==> src/sv/sgl_pkg.sv <==
`default_nettype none
// ---------------------------------------------------------------------------
// sgl_pkg: shared types and constants of the segment list builder
// Command and status codes, register map and the structs that connect the
// controller, the datapath and the register block.
// ---------------------------------------------------------------------------
package sgl_pkg;

	localparam logic [1:0] CMD_CLEAR  = 2'd0;
	localparam logic [1:0] CMD_APPEND = 2'd1;
	localparam logic [1:0] CMD_READ   = 2'd2;

	localparam logic [1:0] ST_OK    = 2'd0;
	localparam logic [1:0] ST_FULL  = 2'd1;
	localparam logic [1:0] ST_NOIDX = 2'd2;

	localparam int PADDR_W = 5;
	localparam int PDATA_W = 64;

	// Register index, taken from paddr[4:3].
	localparam logic [1:0] REG_MAX_SEG_SIZE = 2'd0;
	localparam logic [1:0] REG_BOUNDARY     = 2'd1;
	localparam logic [1:0] REG_MAX_SEGS     = 2'd2;

	localparam logic [31:0] MAX_SEG_SIZE_RST = 32'd65536;
	localparam logic [6:0]  MAX_SEGS_RST     = 7'd64;

	typedef struct packed {
		logic [31:0] max_seg_size;  // zero already replaced by one
		logic [32:0] bnd;           // highest set bit of boundary, or zero
		logic [32:0] bnd_mask;      // bnd - 1 when bnd is nonzero, else zero
		logic [6:0]  max_segs;
	} cfg_t;

	typedef struct packed {
		logic       accept;
		logic       piece_en;
		logic       commit;
		logic       out_load;
		logic [1:0] status;
	} dp_cmd_t;

	typedef struct packed {
		logic [1:0] command;
		logic       len_zero;
		logic       merge_ok;
		logic       full;
		logic       last_piece;
	} dp_stat_t;

	// Sets every bit below the highest set bit.
	function automatic logic [32:0] smear(input logic [32:0] v);
		logic [32:0] m;
		m = v;
		m = m | (m >> 1);
		m = m | (m >> 2);
		m = m | (m >> 4);
		m = m | (m >> 8);
		m = m | (m >> 16);
		m = m | (m >> 32);
		return m;
	endfunction

endpackage
`default_nettype wire

==> src/sv/sgl_ctrl.sv <==
`default_nettype none
// ---------------------------------------------------------------------------
// sgl_ctrl: sequencing controller
// Accepts one item at a time, steps the datapath piece by piece and hands
// the result to the output register.
// ---------------------------------------------------------------------------
module sgl_ctrl (
	input  wire                 clk,
	input  wire                 arst_n,
	input  wire                 s_tvalid,
	output logic                s_tready,
	output logic                m_tvalid,
	input  wire                 m_tready,
	input  sgl_pkg::dp_stat_t   stat,
	output sgl_pkg::dp_cmd_t    cmd
);

	localparam logic [1:0] S_IDLE   = 2'd0;
	localparam logic [1:0] S_PIECE  = 2'd1;
	localparam logic [1:0] S_COMMIT = 2'd2;
	localparam logic [1:0] S_FIN    = 2'd3;

	logic [1:0] state_q;
	logic [1:0] state_nxt;
	logic [1:0] res_status_q;
	logic [1:0] res_status_nxt;
	logic       out_valid_q;

	assign s_tready = (state_q == S_IDLE);
	assign m_tvalid = out_valid_q;

	always_comb begin
		state_nxt      = state_q;
		res_status_nxt = res_status_q;
		cmd            = '0;
		cmd.status     = res_status_q;
		case (state_q)
			S_IDLE: begin
				if (s_tvalid) begin
					cmd.accept     = 1'b1;
					res_status_nxt = sgl_pkg::ST_OK;
					if (stat.command == sgl_pkg::CMD_APPEND && !stat.len_zero) begin
						state_nxt = S_PIECE;
					end else begin
						state_nxt = S_FIN;
					end
				end
			end
			S_PIECE: begin
				cmd.piece_en = 1'b1;
				state_nxt    = S_COMMIT;
			end
			S_COMMIT: begin
				if (stat.merge_ok || !stat.full) begin
					cmd.commit = 1'b1;
					state_nxt  = stat.last_piece ? S_FIN : S_PIECE;
				end else begin
					res_status_nxt = sgl_pkg::ST_FULL;
					state_nxt      = S_FIN;
				end
			end
			S_FIN: begin
				if (!out_valid_q || m_tready) begin
					cmd.out_load = 1'b1;
					state_nxt    = S_IDLE;
				end
			end
			default: state_nxt = S_IDLE;
		endcase
	end

	always_ff @(posedge clk or negedge arst_n) begin
		if (!arst_n) begin
			state_q      <= S_IDLE;
			res_status_q <= sgl_pkg::ST_OK;
			out_valid_q  <= 1'b0;
		end else begin
			state_q      <= state_nxt;
			res_status_q <= res_status_nxt;
			if (cmd.out_load) begin
				out_valid_q <= 1'b1;
			end else if (m_tready) begin
				out_valid_q <= 1'b0;
			end
		end
	end

endmodule
`default_nettype wire

==> config.mk <==
export PLATFORM = sky130hd
export DESIGN_NAME = sgl_ctrl
export DESIGN_NICKNAME = d
export VERILOG_FILES = /design/src/sv/sgl_pkg.sv /design/src/sv/sgl_ctrl.sv
export SDC_FILE = /design/constraint.sdc
export NUM_CORES = 1
export LEC_CHECK = 0
export BUFFER_PORTS_ARGS = -buffer_cell sky130_fd_sc_hd__buf_2
export CORE_AREA = 4 4 41 43
export CTS_CLUSTER_SIZE = 14
export DETAILED_ROUTE_END_ITERATION = 10
export DIE_AREA = 0 0 45 47
export GPL_ROUTABILITY_DRIVEN = 1
export MAX_ROUTING_LAYER = met4
export PLACE_DENSITY = 0.47
export SYNTH_ARGS = -nofsm -noshare
export SYNTH_HDL_FRONTEND = slang
export SYNTH_SLANG_ARGS = --single-unit
export TNS_END_PERCENT = 50
==> constraint.sdc <==
create_clock -name clk -period 1.8 [get_ports clk]
set_input_delay 0 -clock clk [delete_from_list [all_inputs] [get_ports clk]]
set_output_delay 0 -clock clk [all_outputs]
set_load 0.005 [all_outputs]
==> impl_metrics.toml <==
[global_route]
grt_pass1_vias = 260
track_usage_pct = 7.78
overflow = 0
grt_max_degree = 12
antenna_found_initial = 0
grt_pass1_wl_um = 1060

[timing]
drv_slew = 0
fin_tns_setup_ps = 0
max_freq_mhz = 903
rsz0062_at_grt = "no"
hold_viol = 0
fin_ws_ps = 692
setup_viol = 0
clock-skew-final_ps = 3.81
period_share_pct = 61.6
period_minus_slack_ps = 1110

[critical_path]
crit_path_max_incr_delay_ps = 520
critPathCaptureType = "output port"
reg2reg_depth = 3
r2r_slack_ps = 700
rr_endpoint = "state_q[1]"
arrival_ps = 1110
crit_required_ps = 1800
slowest_stage = "dfrtp_1"
start_kind = "register"
path_buf_inv = 1
path_max_fanout = 11
r2r_start = "state_q[0]"
cp_top_family = "flip-flops"
crit_chain = "nand2_1 -> nor2b_1 -> buf_2"
crit_type = "register to output port"

[route]
wirelength_um = 632
wl_per_cell_um = 10.4
drcViolationCount = 0
first_iter_violations = 0
ant_nets = 0
num_vias = 259
dr.pass1.iters = 1
avgViaCountPerCell = 4.25

[hold_path]
hold_start = "s_tvalid"
hold_depth = 3
min_path_type = "input port to register"
hold_path_end = "state_q[1]"

[yosys]
ys_warn_count = 0
seq_area_frac_synth_pct = 40.0
synth_seq_cells = 4
ys_types = 19
syn-instance-count = 28
synth_area_um2 = 250
syn_nets = 38
avgSynthCellArea_um2 = 8.94

[die]
dieHeight_um = 47
num_rows = 13
die_area_um2 = 2120
core_um2 = 1300
num_io_pins = 18
start_util_pct = 19.2
die_w_um = 45

[place]
dp_hpwl_um = 504
pre_cts_slack_ps = 724
port_buffers = 16
gp_congestion = 0.640
dp.cells = 57

[clock_tree]
htreeDepth = 1
clk_pin_slew_ps = 40
root_buffer = "clkbuf_4"
clock_path_buffers = 2
post_cts_buffers = 0
cts_buffers = 3
clock_latency_ps = 240
cts_sinks = 4
post_cts_resized = 0
cts_tree = "built"

[pwr]
powerDensity_nw_per_um2 = 1430
power_leakage_nw = 0.187
vdd_drop_max_mv = 0.583
finalPower_uw = 518

[layout]
seqCellArea_um2 = 100
fin_cells = 61
fill_cells = 149
drive_above_1_share_pct = 45.7
multi_input_area_um2 = 124
diodes = 0
syn2layout_area_growth_pct = 45.0
nets = 58

[run]
maxCapViolCount = 0

[run_status]
outcome = "completed"
==> cell type report <==
| cell class | count | share of cell area, % |
|---|---|---|
| Multi-Input combinational cell | 20 | 34.1 |
| Sequential cell | 4 | 27.6 |
| Timing Repair Buffer | 17 | 24.8 |
| Clock buffer | 3 | 6.21 |
| Tap cell | 15 | 5.17 |
| Inverter | 2 | 2.07 |
==> logic make-up (layout without fill, tap and decap cells) <==
| logic type | after synthesis | count (layout) | share of synthesized area [%] |
|---|---|---|---|
| compound gates | 6 | 6 | 17.0 |
| other cells | 1 | 1 | 1.50 |
| simple gates | 13 | 13 | 31.0 |
| flops | 4 | 4 | 40.0 |
| buf+inv | 4 | 22 | 10.5 |
==> worst max path at each step <==
| stage | from | to | slack [ps] | depth (start not counted) |
|---|---|---|---|---|
| finish | state_q[0] | cmd[2] | 690 | 3 |
| global route | state_q[0] | cmd[2] | 560 | 3 |
| CTS | state_q[0] | cmd[2] | 690 | 3 |
| detailed placement | state_q[0] | state_q[1] | 720 | 3 |
| global placement | state_q[0] | state_q[1] | 760 | 3 |
| floorplan | state_q[0] | state_q[1] | 920 | 3 |
==> state kept, by name, summed over array words and instances, names as in the netlist <==
signal        count
m_tvalid          1
res_status_q      1
state_q           2
==> synth_stat cells (all sizes together) <==
cell type	n	area share, %
and2b	1	3.5
or2	1	2.5
nor2	1	1.5
a22oi	1	3.0
o21ai	2	4.0
nor3b	2	8.0
nand2b	1	2.5
dfrtp	4	40
o31ai	1	3.0
nand2	4	6.0
nor2b	2	5.0
buf	2	7.5
o2bb2ai	2	7.0
nor3	1	2.0
inv	2	3.0
conb	1	1.5
==> worst min-delay path, stage by stage <==
cell     delay, ps
buf_2          110
o31ai_1         60
a22oi_1         80
==> cells in the final DEF (no fill, tap or decap) <==
master and n:
inv_1 2, dfrtp_1 4, o2bb2ai_1 2, o31ai_1 1, nor3b_1 1, nor3b_2 1
nor2b_1 2, a22oi_1 1, or2_0 1, and2b_2 1, o21ai_1 1, nor2_1 1
nand2b_1 1, nand2_1 4, o21ai_0 1, clkbuf_4 3, dlygate4sd3_1 1, conb_1 1
buf_2 16, nor3_1 1
==> layer usage <==
metal	GRT usage [%]	part of all wire [%]	wire length [um]	up-vias
met5	-	0	0	-
met4	1.75	0	0	0
met3	6.90	12	75	0
met2	11.0	44	279	12
met1	8.05	44	278	116
li1	-	-	-	131
==> power by group <==
part	switching, mW	total (mW)	leakage (nW)	internal (mW)
clock network	0.0400	0.115	0.0138	0.0748
logic	0.0909	0.209	0.129	0.118
registers	0.0626	0.195	0.0441	0.132
==> stage by stage <==
step / cell area [um^2] / util [%] / hold slack, ps
2_1_floorplan: 250 / - / -296
3_3_place_gp: 330 / 25.4 / -187
3_5_place_dp: 330 / 25.4 / -190
4_1_cts: 363 / 27.9 / 56.3
5_1_grt: 363 / 27.9 / 58.7
6_report: 363 / 27.9 / 59.2
==> what timing repair did <==
item,4_1_cts,5_1_grt
hold buffers,1,0
endpoints found under the setup margin,0,0
endpoints found under the hold margin,4,0
Note: power is estimated with default switching activity, not from simulation.
