--- config.mk ---
export PLATFORM = sky130hd
export DESIGN_NAME = sgl_regs
export DESIGN_NICKNAME = d
export VERILOG_FILES = /design/src/sv/sgl_pkg.sv /design/src/sv/sgl_regs.sv
export SDC_FILE = /design/constraint.sdc
export NUM_CORES = 1
export LEC_CHECK = 0
export ABC_AREA = 0
export BUFFER_PORTS_ARGS = -buffer_cell sky130_fd_sc_hd__buf_2
export CAP_MARGIN = 0
export CORE_AREA = 2 2 109 111
export CTS_CLUSTER_DIAMETER = 30
export DETAILED_ROUTE_END_ITERATION = 8
export DIE_AREA = 0 0 111 113
export MAX_ROUTING_LAYER = met4
export PLACE_DENSITY = 0.85
export SLEW_MARGIN = 20
export SYNTH_ARGS = -nofsm -noshare
export SYNTH_HDL_FRONTEND = slang
export SYNTH_SLANG_ARGS = --single-unit
export TNS_END_PERCENT = 50
--- constraint.sdc ---
create_clock -name clk -period 4.66 [get_ports clk]
set_clock_uncertainty 0.1 [all_clocks]
set_input_delay 0.932 -clock clk [delete_from_list [all_inputs] [get_ports clk]]
set_output_delay 0.932 -clock clk [all_outputs]
set_load 0.03 [all_outputs]
--- src/sv/sgl_pkg.sv ---
`default_nettype none
// ---------------------------------------------------------------------------
// sgl_pkg: shared types and constants of the segment list builder
// Command and status codes, register map and the structs that connect the
// controller, the datapath and the register block.
// ---------------------------------------------------------------------------
package sgl_pkg;

	localparam logic [1:0] CMD_CLEAR  = 2'd0;
	localparam logic [1:0] CMD_APPEND = 2'd1;
	localparam logic [1:0] CMD_READ   = 2'd2;

	localparam logic [1:0] ST_OK    = 2'd0;
	localparam logic [1:0] ST_FULL  = 2'd1;
	localparam logic [1:0] ST_NOIDX = 2'd2;

	localparam int PADDR_W = 5;
	localparam int PDATA_W = 64;

	// Register index, taken from paddr[4:3].
	localparam logic [1:0] REG_MAX_SEG_SIZE = 2'd0;
	localparam logic [1:0] REG_BOUNDARY     = 2'd1;
	localparam logic [1:0] REG_MAX_SEGS     = 2'd2;

	localparam logic [31:0] MAX_SEG_SIZE_RST = 32'd65536;
	localparam logic [6:0]  MAX_SEGS_RST     = 7'd64;

	typedef struct packed {
		logic [31:0] max_seg_size;  // zero already replaced by one
		logic [32:0] bnd;           // highest set bit of boundary, or zero
		logic [32:0] bnd_mask;      // bnd - 1 when bnd is nonzero, else zero
		logic [6:0]  max_segs;
	} cfg_t;

	typedef struct packed {
		logic       accept;
		logic       piece_en;
		logic       commit;
		logic       out_load;
		logic [1:0] status;
	} dp_cmd_t;

	typedef struct packed {
		logic [1:0] command;
		logic       len_zero;
		logic       merge_ok;
		logic       full;
		logic       last_piece;
	} dp_stat_t;

	// Sets every bit below the highest set bit.
	function automatic logic [32:0] smear(input logic [32:0] v);
		logic [32:0] m;
		m = v;
		m = m | (m >> 1);
		m = m | (m >> 2);
		m = m | (m >> 4);
		m = m | (m >> 8);
		m = m | (m >> 16);
		m = m | (m >> 32);
		return m;
	endfunction

endpackage
`default_nettype wire

--- src/sv/sgl_regs.sv ---
`default_nettype none
// ---------------------------------------------------------------------------
// sgl_regs: configuration registers
// APB-style register file holding segment size, boundary and table size.
// ---------------------------------------------------------------------------
module sgl_regs (
	input  wire                             clk,
	input  wire                             arst_n,
	input  wire                             psel,
	input  wire                             penable,
	input  wire                             pwrite,
	input  wire  [sgl_pkg::PADDR_W-1:0]     paddr,
	input  wire  [sgl_pkg::PDATA_W-1:0]     pwdata,
	output logic [sgl_pkg::PDATA_W-1:0]     prdata,
	output logic                            pready,
	output sgl_pkg::cfg_t                   cfg
);

	logic [31:0] max_seg_size_q;
	logic [32:0] boundary_q;
	logic [6:0]  max_segs_q;
	logic [32:0] bnd_q;
	logic [32:0] bnd_mask_q;
	logic [32:0] smeared;
	logic        wr_en;
	logic [1:0]  reg_idx;

	assign pready  = 1'b1;
	assign reg_idx = paddr[4:3];
	assign wr_en   = psel && penable && pwrite && pready;
	assign smeared = sgl_pkg::smear(boundary_q);

	always_ff @(posedge clk or negedge arst_n) begin
		if (!arst_n) begin
			max_seg_size_q <= sgl_pkg::MAX_SEG_SIZE_RST;
			boundary_q     <= 33'd0;
			max_segs_q     <= sgl_pkg::MAX_SEGS_RST;
			bnd_q          <= 33'd0;
			bnd_mask_q     <= 33'd0;
		end else begin
			if (wr_en) begin
				case (reg_idx)
					sgl_pkg::REG_MAX_SEG_SIZE: max_seg_size_q <= pwdata[31:0];
					sgl_pkg::REG_BOUNDARY:     boundary_q     <= pwdata[32:0];
					sgl_pkg::REG_MAX_SEGS:     max_segs_q     <= pwdata[6:0];
					default: ;
				endcase
			end
			// The boundary decode is registered and follows the raw register in the next cycle.
			bnd_q      <= smeared ^ (smeared >> 1);
			bnd_mask_q <= smeared >> 1;
		end
	end

	always_comb begin
		case (reg_idx)
			sgl_pkg::REG_MAX_SEG_SIZE: prdata = {32'd0, max_seg_size_q};
			sgl_pkg::REG_BOUNDARY:     prdata = {31'd0, boundary_q};
			sgl_pkg::REG_MAX_SEGS:     prdata = {57'd0, max_segs_q};
			default:                   prdata = '0;
		endcase
	end

	always_comb begin
		cfg.max_seg_size = (max_seg_size_q == 32'd0) ? 32'd1 : max_seg_size_q;
		cfg.bnd          = bnd_q;
		cfg.bnd_mask     = bnd_mask_q;
		cfg.max_segs     = max_segs_q;
	end

endmodule
`default_nettype wire

==> results of run 1 <==
[worst reg2reg max path, cell delays in order, from the launching register on]
cell	delay, ns
dfrtp_1	0.44
nor2_1	0.55
nand4_1	0.41
nor2b_1	0.64
nand2b_1	0.20
[cell usage after synthesis (all sizes together) (3+ instances only)]
cell type / number / share of area (%)
mux2i: 32 / 5.5
buf: 41 / 5.0
nand3: 6 / 0.52
nand4: 5 / 0.54
and3: 5 / 0.54
nor4: 12 / 1.8
clkbuf: 41 / 2.6
or3: 6 / 0.65
nor2b: 3 / 0.32
nor3: 9 / 1.1
nand2: 25 / 1.7
mux2: 62 / 12
dfrtp: 134 / 58
nor3b: 4 / 0.60
and2: 3 / 0.32
nand2b: 5 / 0.54
inv: 14 / 0.90
or2: 3 / 0.32
o21ai: 18 / 1.5
nor2: 46 / 3.0
[layout by cell type (no fill, tap or decap), drive strengths merged, types with 2 or more instances in the layout]
master	netlist	routed
nor2	46	46
conb	2	33
o21ai	18	18
nand2	25	25
dfrtp	134	134
buf	41	181
and2	3	3
inv	14	14
or4	2	2
nor3	9	9
clkbuf	41	24
and3	5	5
nand4	5	5
nand3	6	6
nand3b	2	2
mux2i	32	32
nor3b	4	4
dfstp	2	2
or3	6	6
mux2	62	62
clkinvlp	0	2
nor4	12	12
nand2b	5	5
nor2b	3	3
clkinv	0	5
or2	3	3
[worst max path at each step]
stage,from,to,slack (ns),cells after the start
2_1_floorplan,paddr[4],prdata[0],1.21,4
3_3_place_gp,paddr[4],prdata[0],1.18,5
3_5_place_dp,paddr[4],prdata[6],1.11,5
4_1_cts,paddr[4],prdata[6],1.11,5
5_1_grt,paddr[4],prdata[1],0.92,5
6_report,paddr[4],prdata[6],1.11,5
[power by group through the flow]
stage	combinational (mW)	sequential (mW)	clock (mW)
after floorplan	0.618	1.57	0
after global placement	0.866	1.55	0
after detailed placement	0.882	1.57	0
after CTS	0.887	1.55	1.26
after global routing	0.939	1.57	1.32
final	0.882	1.55	1.25
[cell families (layout without fill, tap and decap cells)]
logic type             Yosys count  count (layout)  share of synthesized area (%)
other                            2              33                         0.1292
DFF                            136             136                          58.58
AOI/OAI and AO/OA               20              20                          1.808
and+or+nand+nor                141             141                          13.45
muxes                           94              94                          17.52
buffers and inverters           96             227                          8.522
[routing by layer]
metal  wire (um)  up-vias  global-route usage [%]
met5           0        -                       -
met4         150        0                   7.750
met3         793       16                   4.767
met2        7202      159                   38.73
met1        5998     2039                   29.14
li1            -     1857                       -
[cell type report]
| type | count | area (sq um) | share of cell area, % |
|---|---|---|---|
| Timing Repair Buffer | 181 | 924.6 | 12.92 |
| Tap cell | 143 | 178.9 | 2.500 |
| Clock inverter | 8 | 73.82 | 1.031 |
| Inverter | 14 | 52.55 | 0.7341 |
| Clock buffer | 24 | 481.7 | 6.730 |
| Sequential cell | 136 | 3406 | 47.58 |
| Multi-Input combinational cell | 288 | 2041 | 28.51 |
[state kept, by name, indices dropped and copies added, names as in the netlist]
register / flops
bnd_mask_q: 32
max_segs_q: 7
boundary_q: 33
max_seg_size_q: 32
bnd_q: 32
[stage by stage]
stage	hold slack (ns)	util [%]	worst slack, ns	area [sq um]
final	0.4066	63.50	1.111	7158
after CTS	0.4127	63.50	1.114	7158
after detailed placement	0.3960	58.57	1.114	6603
after global routing	0.4281	63.50	0.9177	7158
after global placement	0.3891	58.57	1.182	6603
after floorplan	0.3171	-	1.209	5931
==> flow_summary.html, run 1 <==
<table>
<tr><th>Metric</th><th>Value</th></tr>
<tr><th colspan="2">Floorplan</th></tr>
<tr><td>Total core area</td><td>11270 sq um</td></tr>
<tr><td>Effective utilization at floorplan</td><td>51.58%</td></tr>
<tr><td>Y dimension of the die</td><td>113 um</td></tr>
<tr><td>Boundary pin count</td><td>244</td></tr>
<tr><td>DIE WIDTH</td><td>111 um</td></tr>
<tr><td>Number of cell rows</td><td>39</td></tr>
<tr><td>Die outline area</td><td>12540 sq um</td></tr>
<tr><th colspan="2">CTS</th></tr>
<tr><td>Clock latency of the later-clocked register in the worst-skew pair</td><td>0.41 ns</td></tr>
<tr><td>CTS Hold Buffers Added</td><td>0</td></tr>
<tr><td>Post-CTS setup buffers</td><td>0</td></tr>
<tr><td>Clock-pin slew on the worst setup and hold paths</td><td>0.06 ns</td></tr>
<tr><td>CTS sink cnt</td><td>136</td></tr>
<tr><td>Buffer depth of the longest clock path</td><td>2</td></tr>
<tr><td>CTS Buf Count</td><td>17</td></tr>
<tr><td>CTS resizes</td><td>0</td></tr>
<tr><td>Clock root cell</td><td>clkbuf_16</td></tr>
<tr><td>H-Tree Depth</td><td>4</td></tr>
<tr><td>CTS tree</td><td>built</td></tr>
<tr><th colspan="2">Detailed routing</th></tr>
<tr><td>Post-detailed-routing wire length</td><td>14150 um</td></tr>
<tr><td>Detailed-route vias per instance</td><td>5.127</td></tr>
<tr><td>Post-DRT Antenna Nets</td><td>0</td></tr>
<tr><td>Number of violations reported at the end of detailed-routing iteration 0</td><td>305</td></tr>
<tr><td>Detailed-route wire length per cell</td><td>17.81 um</td></tr>
<tr><td>Vias</td><td>4071</td></tr>
<tr><td>1st-pass router iterations</td><td>4</td></tr>
<tr><td>Residual DRC count</td><td>0</td></tr>
<tr><th colspan="2">Timing</th></tr>
<tr><td>Number of pins exceeding their max-slew limit in the final report</td><td>0</td></tr>
<tr><td>Min Tclk post-route</td><td>3.549 ns</td></tr>
<tr><td>Headroom to the max-slew limit</td><td>35.92%</td></tr>
<tr><td>Count of final setup violators</td><td>0</td></tr>
<tr><td>Final period util</td><td>76.15%</td></tr>
<tr><td>Setup repair after global routing missed its margin</td><td>false</td></tr>
<tr><td>Aggregate negative setup slack</td><td>0 ns</td></tr>
<tr><td>Final count of hold timing violations</td><td>0</td></tr>
<tr><td>Slew of the pin with the lowest slew margin</td><td>0.9478 ns</td></tr>
<tr><td>Achievable Freq</td><td>281.8 MHz</td></tr>
<tr><th colspan="2">Power</th></tr>
<tr><td>Fraction of power consumed by combinational cells</td><td>24.0%</td></tr>
<tr><td>Total net switching power</td><td>1.256 mW</td></tr>
<tr><td>Internal power</td><td>2.420 mW</td></tr>
<tr><td>Part of the total power dissipated in sequential elements</td><td>42.1%</td></tr>
<tr><td>Proportion of total power due to net switching</td><td>34.17%</td></tr>
<tr><td>Leakage component of the power</td><td>3.546 nW</td></tr>
<tr><td>VDD IR max</td><td>0.2495 mV</td></tr>
<tr><td>Clk network pwr share</td><td>33.9%</td></tr>
<tr><td>Power consumption</td><td>3.676 mW</td></tr>
<tr><td>Power Dens Cells</td><td>513.5 nW/um^2</td></tr>
<tr><th colspan="2">Critical path</th></tr>
<tr><td>R2R cell count</td><td>4</td></tr>
<tr><td>RR Endpoint</td><td>bnd_mask_q[15]</td></tr>
<tr><td>Kind of launch point of the worst setup path</td><td>input port</td></tr>
<tr><td>Startpoint-to-endpoint class of the critical path</td><td>in -&gt; out</td></tr>
<tr><td>Arrival time of data at the critical path endpoint</td><td>2.52 ns</td></tr>
<tr><td>Worst-path fanout max</td><td>36</td></tr>
<tr><td>Worst R2R Setup Slack</td><td>2.16 ns</td></tr>
<tr><td>Required time of the worst setup path</td><td>3.63 ns</td></tr>
<tr><td>Most frequent cell on the critical path</td><td>buf_2</td></tr>
<tr><td>Family with the most delay on the worst path</td><td>simple AND/OR/NAND/NOR gates</td></tr>
<tr><td>CP endpoint kind</td><td>primary output</td></tr>
<tr><td>Slowest cell on the critical path</td><td>nor2b_1</td></tr>
<tr><td>Biggest cell delay along the critical path</td><td>0.70 ns</td></tr>
<tr><td>Bufs and invs on worst path</td><td>2</td></tr>
<tr><td>Beginning of the worst register-to-register path</td><td>boundary_q[32]</td></tr>
<tr><td>Cell chain of the critical path</td><td>buf_2 &gt; nor2b_1 &gt; nand2_1 &gt; o21ai_0 &gt; buf_2</td></tr>
<tr><th colspan="2">Cells and area</th></tr>
<tr><td>Number of diodes</td><td>0</td></tr>
<tr><td>Number of standard cells in the final layout excluding fillers</td><td>794</td></tr>
<tr><td>Fill cell total of the finished layout</td><td>875</td></tr>
<tr><td>Number of nets in the final layout</td><td>712</td></tr>
<tr><td>Area added between synthesis and finish</td><td>23.11%</td></tr>
<tr><td>Share of cells above drive strength 1</td><td>43.78%</td></tr>
<tr><th colspan="2">GRT</th></tr>
<tr><td>Grt total ovfl</td><td>0</td></tr>
<tr><td>Total GRT Usage</td><td>23.39%</td></tr>
<tr><td>Number of antenna violations at the first check in global routing</td><td>0</td></tr>
<tr><td>Number of global-route vias before repair</td><td>4150</td></tr>
<tr><td>Pin count of the biggest net entering global routing</td><td>101</td></tr>
<tr><td>Global-route wire length before repair</td><td>22010 um</td></tr>
<tr><th colspan="2">Min path</th></tr>
<tr><td>Hold Startpoint</td><td>boundary_q[32]</td></tr>
<tr><td>Cell depth of the worst hold path</td><td>0</td></tr>
<tr><td>Worst Hold Path EP</td><td>bnd_mask_q[31]</td></tr>
<tr><td>Hold crit path type</td><td>reg -&gt; reg</td></tr>
<tr><th colspan="2">Yosys</th></tr>
<tr><td>Post-synthesis sequential area ratio</td><td>58.58%</td></tr>
<tr><td>Number of synthesized register bits</td><td>136</td></tr>
<tr><td>Synth Area per Inst</td><td>11.89 sq um</td></tr>
<tr><td>Post-synthesis instance area</td><td>5814 sq um</td></tr>
<tr><td>Count of warnings emitted by yosys</td><td>0</td></tr>
<tr><td>Distinct cell type count after synthesis</td><td>41</td></tr>
<tr><td>Gate Count Post-Synth</td><td>489</td></tr>
<tr><td>Ys flop type</td><td>dfrtp_1</td></tr>
<tr><td>Count of flip-flops with a built-in enable after synthesis</td><td>0</td></tr>
<tr><td>Share of async-settable or async-resettable flops after synthesis</td><td>100.0%</td></tr>
<tr><th colspan="2">Place</th></tr>
<tr><td>Number of placed instances, taps included</td><td>762</td></tr>
<tr><td>Hpwl dp</td><td>9918 um</td></tr>
<tr><td>Global placer's final weighted congestion</td><td>0.8696</td></tr>
<tr><td>Number of port buffers</td><td>176</td></tr>
<tr><th colspan="2">Status</th></tr>
<tr><td>Result of the run</td><td>finished, final reports clean</td></tr>
<tr><th colspan="2">Job</th></tr>
<tr><td>Max Cap Viol</td><td>0</td></tr>
</table>
Power figures use the tool's default switching activity.
==> run 2, diff against run 1 <==
- ABC_AREA: 0 -> 1
- CORE_AREA: 2 2 109 111 -> 2 2 122 124
- DIE_AREA: 0 0 111 113 -> 0 0 124 126
- PLACE_DENSITY: 0.85 -> 0.76
- clock period: 4.66 -> 2.9 ns (I/O delays scaled with it)
==> flow_summary.html, run 2 <==
<table>
<tr><th>Metric</th><th>Value</th></tr>
<tr><th colspan="2">Detailed routing</th></tr>
<tr><td>Number of violations reported at the end of detailed-routing iteration 0</td><td>329 (+7.9%)</td></tr>
<tr><td>Vias</td><td>5042 (+24%)</td></tr>
<tr><td>1st-pass router iterations</td><td>5 (+1)</td></tr>
<tr><td>Residual DRC count</td><td>0 (unchanged)</td></tr>
<tr><td>Detailed route wirelength on metal3</td><td>1092 um (+38%)</td></tr>
<tr><td>Post-detailed-routing wire length</td><td>16010 um (+13%)</td></tr>
<tr><td>Post-DRT Antenna Nets</td><td>0 (unchanged)</td></tr>
<tr><td>Highest metal layer used by the detailed router</td><td>met4</td></tr>
<tr><td>Detailed-route wire length per cell</td><td>14.66 um (-18%)</td></tr>
<tr><td>Detailed-route vias per instance</td><td>4.617 (-9.9%)</td></tr>
<tr><td>Metal2 WL</td><td>7553 um (+4.9%)</td></tr>
<tr><td>Detailed-route wire length on metal 1</td><td>7014 um (+17%)</td></tr>
<tr><th colspan="2">Yosys</th></tr>
<tr><td>Synth Area per Inst</td><td>8.385 sq um (-29%)</td></tr>
<tr><td>Cell types with the highest counts after synthesis</td><td>150 x nand2_1, 134 x dfrtp_1, 95 x nor2_1</td></tr>
<tr><td>Post-synthesis simple-gate area fraction</td><td>22.27% (+8.8 points)</td></tr>
<tr><td>Fraction of synthesized cell area in xor and xnor cells</td><td>0% (unchanged)</td></tr>
<tr><td>Ys flop type</td><td>dfrtp_1</td></tr>
<tr><td>Dominant cell by count in the synthesized netlist</td><td>nand2_1</td></tr>
<tr><td>Dominant cell type by area after synthesis</td><td>dfrtp_1</td></tr>
<tr><td>Share of async-settable or async-resettable flops after synthesis</td><td>100.0% (unchanged)</td></tr>
<tr><td>Post-synth top area share</td><td>53.83% (-3.8 points)</td></tr>
<tr><td>Count of warnings emitted by yosys</td><td>0 (unchanged)</td></tr>
<tr><td>Count of flip-flops with a built-in enable after synthesis</td><td>0 (unchanged)</td></tr>
<tr><td>Gate Count Post-Synth</td><td>743 (+52%)</td></tr>
<tr><td>Dominant cells by area after synthesis</td><td>dfrtp_1 54%, nand2_1 9.0%, nor2_1 5.7%, inv_1 5.6%, buf_4 4.3%</td></tr>
<tr><td>Number of synthesized register bits</td><td>136 (unchanged)</td></tr>
<tr><td>Combinational family with the most area after synthesis</td><td>simple AND/OR/NAND/NOR gates</td></tr>
<tr><td>Distinct cell type count after synthesis</td><td>28 (-32%)</td></tr>
<tr><td>Portion of netlist area occupied by mux cells</td><td>0% (-18 points)</td></tr>
<tr><td>Post-Synth Adder-Cell Area</td><td>0% (unchanged)</td></tr>
<tr><td>Share of the synthesized area in compound gates (AO/OA/AOI/OAI)</td><td>8.857% (+7.0 points)</td></tr>
<tr><td>Post-synthesis sequential area ratio</td><td>54.67% (-3.9 points)</td></tr>
<tr><td>Post-synthesis instance area</td><td>6230 sq um (+7.1%)</td></tr>
<tr><th colspan="2">Cells and area</th></tr>
<tr><td>Multi-input combinational cell area</td><td>2068 sq um (+1.3%)</td></tr>
<tr><td>Final instance area</td><td>7641 sq um (+6.7%)</td></tr>
<tr><td>Fill cell total of the finished layout</td><td>1363 (+56%)</td></tr>
<tr><td>Commonest non-fill, non-tap cell in the layout</td><td>buf_2</td></tr>
<tr><td>Number of nets in the final layout</td><td>968 (+36%)</td></tr>
<tr><td>Combined flip-flop and latch cell area</td><td>3406 sq um (unchanged)</td></tr>
<tr><td>Area added between synthesis and finish</td><td>22.66%</td></tr>
<tr><td>Share of cells above drive strength 1</td><td>30.10% (-14 points)</td></tr>
<tr><td>Reg with most FFs</td><td>boundary_q</td></tr>
<tr><td>End-of-flow core utilization</td><td>53.38% (-10 points)</td></tr>
<tr><td>Number of standard cells in the final layout excluding fillers</td><td>1092 (+38%)</td></tr>
<tr><td>Highest-count cells in the layout ignoring fill and taps</td><td>175 x buf_2, 150 x nand2_1, 134 x dfrtp_1</td></tr>
<tr><td>Max FFs per register</td><td>33 (unchanged)</td></tr>
<tr><th colspan="2">Timing</th></tr>
<tr><td>Worst hold margin</td><td>0.07787 ns (-0.3287 ns)</td></tr>
<tr><td>Setup repair after global routing missed its margin</td><td>false</td></tr>
<tr><td>Number of pins exceeding their max-slew limit in the final report</td><td>0 (unchanged)</td></tr>
<tr><td>Min Tclk post-route</td><td>2.445 ns</td></tr>
<tr><td>Slew of the pin with the lowest slew margin</td><td>0.6769 ns (-0.2709 ns)</td></tr>
<tr><td>Headroom to the max-slew limit</td><td>54.88% (+19 points)</td></tr>
<tr><td>Final count of hold timing violations</td><td>0 (unchanged)</td></tr>
<tr><td>Count of final setup violators</td><td>0 (unchanged)</td></tr>
<tr><td>Aggregate negative setup slack</td><td>0 ns (unchanged)</td></tr>
<tr><td>Post-layout worst setup margin</td><td>0.4545 ns (-0.6568 ns)</td></tr>
<tr><td>Final period util</td><td>84.33%</td></tr>
<tr><td>Achievable Freq</td><td>408.9 MHz</td></tr>
<tr><th colspan="2">Critical path</th></tr>
<tr><td>Bufs and invs on worst path</td><td>4 (+2)</td></tr>
<tr><td>RR Endpoint</td><td>bnd_q[8]</td></tr>
<tr><td>Worst-path fanout max</td><td>18 (-50%)</td></tr>
<tr><td>Arrival time of data at the critical path endpoint</td><td>1.77 ns (-0.75 ns)</td></tr>
<tr><td>Worst R2R Setup Slack</td><td>1.32 ns (-0.84 ns)</td></tr>
<tr><td>CP endpoint kind</td><td>primary output</td></tr>
<tr><td>Kind of launch point of the worst setup path</td><td>input port</td></tr>
<tr><td>Family with the most delay on the worst path</td><td>buffers and inverters</td></tr>
<tr><td>Biggest cell delay along the critical path</td><td>0.35 ns (-0.35 ns)</td></tr>
<tr><td>Cell chain of the critical path</td><td>buf_2 &gt; inv_2 &gt; nand2_2 &gt; inv_2 &gt; nand2_1 &gt; o21ai_0 &gt; buf_2</td></tr>
<tr><td>Instance count on the critical path</td><td>7 (+2)</td></tr>
<tr><td>Beginning of the worst register-to-register path</td><td>boundary_q[24]</td></tr>
<tr><td>Startpoint-to-endpoint class of the critical path</td><td>in -&gt; out</td></tr>
<tr><td>Required time of the worst setup path</td><td>2.22 ns (-1.41 ns)</td></tr>
<tr><td>Slowest cell on the critical path</td><td>inv_2</td></tr>
<tr><td>R2R cell count</td><td>5 (+1)</td></tr>
<tr><th colspan="2">Place</th></tr>
<tr><td>Hpwl dp</td><td>12020 um (+21%)</td></tr>
<tr><td>Global placer's final weighted congestion</td><td>0.9200 (+5.8%)</td></tr>
<tr><td>Worst slack at placement</td><td>0.4671 ns (-0.6472 ns)</td></tr>
<tr><td>Number of port buffers</td><td>176 (unchanged)</td></tr>
<tr><td>Placement Cell Area</td><td>7083 sq um (+7.3%)</td></tr>
<tr><td>Number of placed instances, taps included</td><td>1059 (+39%)</td></tr>
<tr><th colspan="2">Floorplan</th></tr>
<tr><td>Die outline area</td><td>15620 sq um (+25%)</td></tr>
<tr><td>Effective utilization at floorplan</td><td>43.52% (-8.1 points)</td></tr>
<tr><td>Total core area</td><td>14310 sq um (+27%)</td></tr>
<tr><td>DIE WIDTH</td><td>124 um (+12%)</td></tr>
<tr><td>Y dimension of the die</td><td>126 um (+12%)</td></tr>
<tr><td>Boundary pin count</td><td>244 (unchanged)</td></tr>
<tr><td>Number of cell rows</td><td>44 (+13%)</td></tr>
<tr><th colspan="2">Min path</th></tr>
<tr><td>Hold crit path type</td><td>in -&gt; async</td></tr>
<tr><th colspan="2">CTS</th></tr>
<tr><td>Post-CTS setup buffers</td><td>0 (unchanged)</td></tr>
<tr><td>CTS tree</td><td>built</td></tr>
<tr><td>CTS resizes</td><td>0 (unchanged)</td></tr>
<tr><td>CTS sink cnt</td><td>136 (unchanged)</td></tr>
<tr><td>H-Tree Depth</td><td>4 (unchanged)</td></tr>
<tr><td>Clock root cell</td><td>clkbuf_16</td></tr>
<tr><td>CTS Hold Buffers Added</td><td>0 (unchanged)</td></tr>
<tr><td>Buffer depth of the longest clock path</td><td>2 (unchanged)</td></tr>
<tr><td>Clock-pin slew on the worst setup and hold paths</td><td>0.06 ns (about the same)</td></tr>
<tr><td>CTS Buf Count</td><td>17 (unchanged)</td></tr>
<tr><td>Clock latency of the later-clocked register in the worst-skew pair</td><td>0.42 ns (about the same)</td></tr>
<tr><th colspan="2">GRT</th></tr>
<tr><td>Number of antenna violations at the first check in global routing</td><td>1 (+1)</td></tr>
<tr><td>Number of global-route vias before repair</td><td>4900 (+18%)</td></tr>
<tr><td>Grt total ovfl</td><td>0 (unchanged)</td></tr>
<tr><td>Global-route wire length before repair</td><td>25420 um (+15%)</td></tr>
<tr><td>Pin count of the biggest net entering global routing</td><td>75 (-26%)</td></tr>
<tr><td>Total GRT Usage</td><td>22.36% (-1.0 points)</td></tr>
<tr><th colspan="2">Job</th></tr>
<tr><td>Max Cap Viol</td><td>0 (unchanged)</td></tr>
<tr><th colspan="2">Status</th></tr>
<tr><td>Result of the run</td><td>finished, final reports clean</td></tr>
<tr><th colspan="2">Power</th></tr>
<tr><td>Leakage component of the power</td><td>4.165 nW (+17%)</td></tr>
<tr><td>VDD IR max</td><td>0.5004 mV (+100%)</td></tr>
<tr><td>Power consumption</td><td>5.990 mW (+63%)</td></tr>
<tr><td>Power Dens Cells</td><td>783.9 nW/um^2 (+53%)</td></tr>
</table>
## run 2: cell count changes in the layout (fill, tap and decap cells not counted), moves of 11 or more
cell and change:
inv_1 +80, nor2_1 +49, mux2_2 -62, inv_2 +13
mux2i_1 -32, nand2_1 +126, nand3_1 +13, o21ai_0 +14
o21ai_1 +52, o22ai_1 +11
## run 2: cells by family after synthesis
logic type,Yosys count
other,2
buffers and inverters,193
AND/OR/NAND/NOR,308
flip-flops,136
AO/OA/AOI/OAI,104
## run 2: final cells by class
| class | instances | area share (%) |
|---|---|---|
| multi-input cells | 445 | 27.07 |
| flip-flops and latches | 136 | 44.57 |
| repair buffers | 185 | 12.66 |
| inverters | 109 | 5.387 |
| clock inverters | 13 | 1.605 |
| clock buffers | 19 | 5.666 |
| diodes | 1 | 0.03275 |
| well taps | 184 | 3.013 |
## run 2: how the worst max path moves through the flow
| stage | startpoint | end | slack [ns] |
|---|---|---|---|
| 3_5_place_dp | paddr[4] | prdata[19] | 0.47 |
| 2_1_floorplan | paddr[3] | prdata[12] | 0.44 |
| 3_3_place_gp | paddr[4] | prdata[19] | 0.47 |
| 4_1_cts | max_seg_size_q[14] | cfg[73] | 0.45 |
| 6_report | paddr[4] | prdata[19] | 0.45 |
| 5_1_grt | paddr[4] | prdata[19] | 0.35 |
## run 2: where the power goes
| group | internal [mW] | leakage, nW | switching (mW) |
|---|---|---|---|
| Combinational | 0.431 | 2.26 | 1.16 |
| Sequential | 2.14 | 1.64 | 0.234 |
| Clock | 1.18 | 0.260 | 0.842 |
| Total | 3.76 | 4.17 | 2.23 |
## run 2: per-layer routing
layer / vias up / global-route usage (%)
li1: 2495 / -
met3: 24 / 5.299
met4: 0 / 8.526
met5: - / -
met1: 2326 / 28.96
met2: 197 / 34.10
